$ cat config.mk
export PLATFORM = sky130hd
export DESIGN_NAME = qpr_round
export DESIGN_NICKNAME = d
export VERILOG_FILES = /design/src/rtl/qpr_pkg.sv /design/src/rtl/qpr_round.sv
export SDC_FILE = /design/constraint.sdc
export NUM_CORES = 1
export LEC_CHECK = 0
export ABC_AREA = 1
export BUFFER_PORTS_ARGS = -buffer_cell sky130_fd_sc_hd__buf_2
export CORE_AREA = 8 8 218 220
export CTS_CLUSTER_SIZE = 16
export DETAILED_ROUTE_END_ITERATION = 6
export DIE_AREA = 0 0 226 228
export PLACE_DENSITY = 0.7
export SKIP_LAST_GASP = 1
export SLEW_MARGIN = 10
export SYNTH_ARGS = -nofsm -noshare
export SYNTH_HDL_FRONTEND = slang
export SYNTH_SLANG_ARGS = --single-unit
$ cat constraint.sdc
create_clock -name clk -period 3.53 [get_ports clk]
set_input_delay 0.353 -clock clk [delete_from_list [all_inputs] [get_ports clk]]
set_output_delay 0.353 -clock clk [all_outputs]
set_load 0.05 [all_outputs]
$ cat src/rtl/qpr_pkg.sv
`default_nettype none
// ----------------------------------------------------------------------------
// qpr_pkg
// Shared constants of the quaternion product / rotate unit: default widths,
// operation codes and the sign pattern of the Hamilton product.
// ----------------------------------------------------------------------------
package qpr_pkg;

    localparam int COMP_WIDTH_DEF = 16;
    localparam int FRAC_BITS_DEF  = 14;

    localparam logic [1:0] OP_PROD = 2'd0;
    localparam logic [1:0] OP_ROT  = 2'd1;
    localparam logic [1:0] OP_CONJ = 2'd2;

    // Result row r (w, x, y, z) sums a[k] * b[r ^ k]; bit k set means subtract.
    localparam logic [3:0][3:0] SIGN_NEG = {4'b0100, 4'b0010, 4'b1000, 4'b1110};

endpackage

`default_nettype wire

$ cat src/rtl/qpr_round.sv
`default_nettype none
// ----------------------------------------------------------------------------
// qpr_round
// Sum stage: signed sum of four products per row, round to nearest (ties
// upward), saturate to the component width and flag clipping, registered.
// ----------------------------------------------------------------------------
module qpr_round
    import qpr_pkg::*;
#(
    parameter int COMP_WIDTH = COMP_WIDTH_DEF,
    parameter int FRAC_BITS  = FRAC_BITS_DEF
)
(
    input  logic                                  clk,
    input  logic                                  en,
    input  logic [3:0][3:0][2*COMP_WIDTH-1:0]     prod,
    output logic [3:0][COMP_WIDTH-1:0]            res_reg,
    output logic [3:0]                            sat_reg
);

    localparam int PW = 2 * COMP_WIDTH;
    localparam int SW = (PW + 3 > FRAC_BITS + 2) ? PW + 3 : FRAC_BITS + 2;

    localparam logic signed [SW-1:0] HALF = {{(SW-1){1'b0}}, 1'b1} << (FRAC_BITS - 1);
    localparam logic [COMP_WIDTH-1:0] CMAX = {1'b0, {(COMP_WIDTH-1){1'b1}}};
    localparam logic [COMP_WIDTH-1:0] CMIN = {1'b1, {(COMP_WIDTH-1){1'b0}}};

    logic signed [SW-1:0]       acc [4];
    logic signed [SW-1:0]       shr [4];
    logic [3:0][COMP_WIDTH-1:0] res_next;
    logic [3:0]                 sat_next;

    always_comb
    begin
        for (int r = 0; r < 4; r++)
        begin
            acc[r] = HALF;
            for (int k = 0; k < 4; k++)
            begin
                if (SIGN_NEG[r][k])
                begin
                    acc[r] = acc[r] - SW'($signed(prod[r][k]));
                end
                else
                begin
                    acc[r] = acc[r] + SW'($signed(prod[r][k]));
                end
            end
            shr[r] = acc[r] >>> FRAC_BITS;
            if ((&shr[r][SW-1:COMP_WIDTH-1]) || !(|shr[r][SW-1:COMP_WIDTH-1]))
            begin
                res_next[r] = shr[r][COMP_WIDTH-1:0];
                sat_next[r] = 1'b0;
            end
            else if (shr[r][SW-1])
            begin
                res_next[r] = CMIN;
                sat_next[r] = 1'b1;
            end
            else
            begin
                res_next[r] = CMAX;
                sat_next[r] = 1'b1;
            end
        end
    end

    always_ff @(posedge clk)
    begin
        if (en)
        begin
            res_reg <= res_next;
            sat_reg <= sat_next;
        end
    end

endmodule

`default_nettype wire
# Word level (Yosys, flattened, before mapping)

Cells that the tools add are included.

Register bits after elaboration: 68
Input bits: 514
Output and inout bits: 68
Logic and storage cells: 49

Add/sub/neg operators: 16
Muxes and demuxes: 12
Reductions and logical operators: 16

Operators by type and width:

| operator               | number |
|---|---|
| $add 15x32->33 const A | 4 |
| $mux 16                | 8 |
| $add 34x32->35         | 2 |
| $add 35x32->35         | 2 |
| $sub 34x32->35         | 2 |
| $sub 35x32->35         | 2 |
| $add 33x32->34         | 2 |
| $sub 33x32->34         | 2 |
| $reduce_and 6->1       | 4 |
| $reduce_or 6->1        | 4 |
| $logic_not 1->1        | 4 |
| $logic_or 1x1->1       | 4 |
| $mux 1                 | 4 |

# Longest topological paths before layout

Word-level depth: 8
Gate-level depth with buffers: 25
Mapped depth without buffers: 24

# Least setup slack after synthesis

No wires, ideal clock.

Kind: input to register
Start: input port prod[44] (netlist bit)
End: register res_reg[10] (netlist bit) (data pin)
Library setup time: 252 ps
Arrival: 3,373 ps
Data required time: 3,278 ps
Path slack: -96 ps
Stages on the path: 23
Buffers on the path: 1
Cells stage by stage: inv_1 -> fa_1 -> inv_1 -> fa_1 -> inv_1 -> fa_1 -> ha_1 -> nand2_1 -> nor2_2 -> inv_1 -> nor3_2 -> nand2_1 -> nand2_2 -> nand2_1 -> nand2_1 -> nand2_1 -> nand2_1 -> nand2_1 -> nor2_2 -> nand3_2 -> nand3_2 -> buf_6 -> nand2_1

RTL lines:

| element              | line            | text |
|---|---|---|
| from (decl)          | qpr_round.sv:16 | `input logic [3:0][3:0][2*COMP_WIDTH-1:0] prod,` |
| to (signal assigned) | qpr_round.sv:72 | `res_reg <= res_next;` |
| to (decl)            | qpr_round.sv:17 | `output logic [3:0][COMP_WIDTH-1:0] res_reg,` |

==> results.sh <==
export IMPL_ys_flop_type="edfxtp_1"
export IMPL_rsz0062_at_grt="true"
export IMPL_synthArstFlopShare_pct=0
export IMPL_maxCapViolations=0
export IMPL_setup_viol=36
export IMPL_cp_startpoint="prod[153]"
export IMPL_cts_max_level=3
export IMPL_cts_tree="yes"
export IMPL_hold_start="en"
export IMPL_detail_route_vias_per_cell=4.94
export IMPL_syn_avg_cell_area_um2=7.50
export IMPL_root_buffer="clkbuf_16"
export IMPL_cp_arrival_ps=3710
export IMPL_numCtsBuffers=9
export IMPL_leakage_nw=14.4
export IMPL_die_w_um=226
export IMPL_hold_depth=1
export IMPL_placed_area_um2=24600
export IMPL_port_buffers=581
export IMPL_ios=582
export IMPL_multiInputGateArea_um2=17800
export IMPL_hpwlAfterDp_um=61700
export IMPL_die_y_um=228
export IMPL_finalPower_mw=20.7
export IMPL_fin_crit_sh_pct=102
export IMPL_vias=19491
export IMPL_synth_nets=3547
export IMPL_hp_class="in2reg"
export IMPL_switching_power_mw=11.1
export IMPL_syn_area_um2=18900
export IMPL_clock_path_buffers=2
export IMPL_violations="DRC, setup timing"
export IMPL_hold_violations=0
export IMPL_combPwrFrac_pct=87.3
export IMPL_endpoint_kind="flop"
export IMPL_peakVddDrop_mv=0.536
export IMPL_synth_edf_count=68
export IMPL_grt_overflow_total=0
export IMPL_ys_ff_latch=68
export IMPL_synth_common_cells="nand2_1, inv_1, ha_1, fa_1, nor2_1"
export IMPL_core_area_um2=43800
export IMPL_routabilityCongestion=1.06
export IMPL_antenna_found_initial=10
export IMPL_die_area_um2=51500
export IMPL_maxSlewViolCount=0
export IMPL_critPathRequiredTime_ps=3640
export IMPL_swShare_pct=53.4
export IMPL_clkPwrFrac_pct=4.8
export IMPL_design_area_um2=27600
export IMPL_drt_initial_drc_count=945
export IMPL_dr_pass1_iters=7
export IMPL_period_needed_ps=3600
export IMPL_final_setup_worst_slack_ps=-72.6
export IMPL_yosysMostFrequentCell="nand2_1"
export IMPL_drtAntennaViolNets=0
export IMPL_fin_nets=4382
export IMPL_critPathLaunchType="input port"
export IMPL_rows=77
export IMPL_synth_seq_area_share_pct=10.8
export IMPL_synth_area_top_cells="fa_1, ha_1, nand2_1"
export IMPL_critPathKind="in2reg"
export IMPL_drc=4
export IMPL_num_fill_cells=3874
export IMPL_post_synth_num_cell_types=34
export IMPL_max_slew_margin_rel_pct=31.3
export IMPL_netlist_instances=2513
export IMPL_seqPwrFrac_pct=7.9
export IMPL_track_usage_pct=26.7
export IMPL_largest_reg_flops=64
export IMPL_cts_sinks=68
export IMPL_post_route_util_pct=62.9
export IMPL_clk_pin_slew_ps=60
export IMPL_grt_pass1_vias=21062
export IMPL_grt_max_degree=69
export IMPL_p_int_mw=9.65
export IMPL_tightest_slew_ps=1030
export IMPL_drive_above_1_share_pct=40.8
export IMPL_seq_area_um2=2040
export IMPL_synth_top_area_share_pct=26.7
export IMPL_synth_top_area_cell="fa_1"
export IMPL_powerDensity_nw_per_um2=751
export IMPL_status="finished, violations left"
export IMPL_cp_max_fo=8
export IMPL_post_drt_wl_per_cell_um=18.0
export IMPL_grt_pass1_wl_um=110000
export IMPL_area_growth_pct=46.2
export IMPL_wirelength_um=71000
export IMPL_start_util_pct=43.0
export IMPL_yosysWarnings=0
export IMPL_max_freq_ghz=0.278
export IMPL_holdPathEnd="res_reg[32]$_DFFE_PP_"
logic make-up (layout without fill, tap and decap cells):
kind of cell,count (synthesis),count (layout),synth area share [%]
and+or+nand+nor,1130,1136,24.9
adders and majority gates,520,520,44.5
buffers and inverters,520,1354,10.7
AOI/OAI and AO/OA,216,216,6.31
DFF,68,68,10.8
xor gates and xnor gates,59,59,2.74
other,0,2,0
placed cells by master (no fill, tap or decap), types with 68 or more instances in the layout:
| master | netlist | routed |
|---|---|---|
| edfxtp_1 | 68 | 68 |
| fa_1 | 252 | 229 |
| nand3_1 | 95 | 93 |
| nand2_2 | 23 | 138 |
| buf_4 | 0 | 246 |
| inv_1 | 510 | 491 |
| ha_1 | 268 | 136 |
| ha_4 | 0 | 128 |
| nand2_1 | 761 | 632 |
| buf_2 | 0 | 573 |
| nor2_1 | 174 | 119 |
per-stage QoR:
step	instances	TNS [ps]	hold slack, ps	setup WS, ps
finish	3947	-1130	714	-72.6
global route	3946	-10640	752	-226
CTS	3939	-106	737	-27.9
detailed placement	3914	-31570	903	-585
global placement	3914	-29000	903	-536
floorplan	2513	0	465	0.490
worst max-delay path: stages:
cell	delay (ps)
buf_2	110
fa_1	530
inv_1	50
fa_1	470
inv_1	40
ha_1	300
ha_4	280
nand2_2	110
inv_4	60
nand2_1	60
nand2_1	60
o21bai_4	200
a21oi_4	190
nand2_2	80
nand2_2	110
nand2_4	80
nor2_4	130
nand3_4	180
nand3_4	240
nand2_1	70
worst max path at each step:
stage               cells after the start                     to
floorplan                              19  res_reg[53]$_DFFE_PP_
global placement                       18  res_reg[62]$_DFFE_PP_
detailed placement                     17  res_reg[35]$_DFFE_PP_
CTS                                    19  res_reg[35]$_DFFE_PP_
global route                           20  res_reg[49]$_DFFE_PP_
finish                                 20  res_reg[18]$_DFFE_PP_
power by group through the flow:
stage                     Clock, mW  Combinational, mW  Sequential [mW]
final                         0.989               18.1             1.64
after global routing           1.02               19.7             1.67
after CTS                     0.996               16.3             1.64
after detailed placement          0               15.0             1.64
after global placement            0               14.8             1.64
after floorplan                   0               8.19             2.94
final cells by class:
type | instances | area share, %
Antenna cell | 2 | 0.0181
Clock buffer | 9 | 0.817
Clock inverter | 7 | 0.272
Inverter | 512 | 7.01
Multi-Input combinational cell | 1931 | 64.4
Sequential cell | 68 | 7.41
Tap cell | 592 | 2.69
Timing Repair Buffer | 826 | 17.4
layer usage:
metal	up-vias	GRT usage (%)	share of wire [%]
met4	16	6.01	2.1
met5	-	0	0.14
met2	616	48.6	51
met1	9259	31.8	40
met3	103	5.47	6.6
li1	9497	-	-
repair_timing:
action                                  in CTS  in global routing
hold buffers                                 0                  0
endpoints found under the setup margin      64                 64
gates cloned                                 4                  2
gates resized for setup                    195                278
setup buffers                                5                  4
pin swaps                                   46                124
Note: power is estimated with default switching activity, not from simulation.
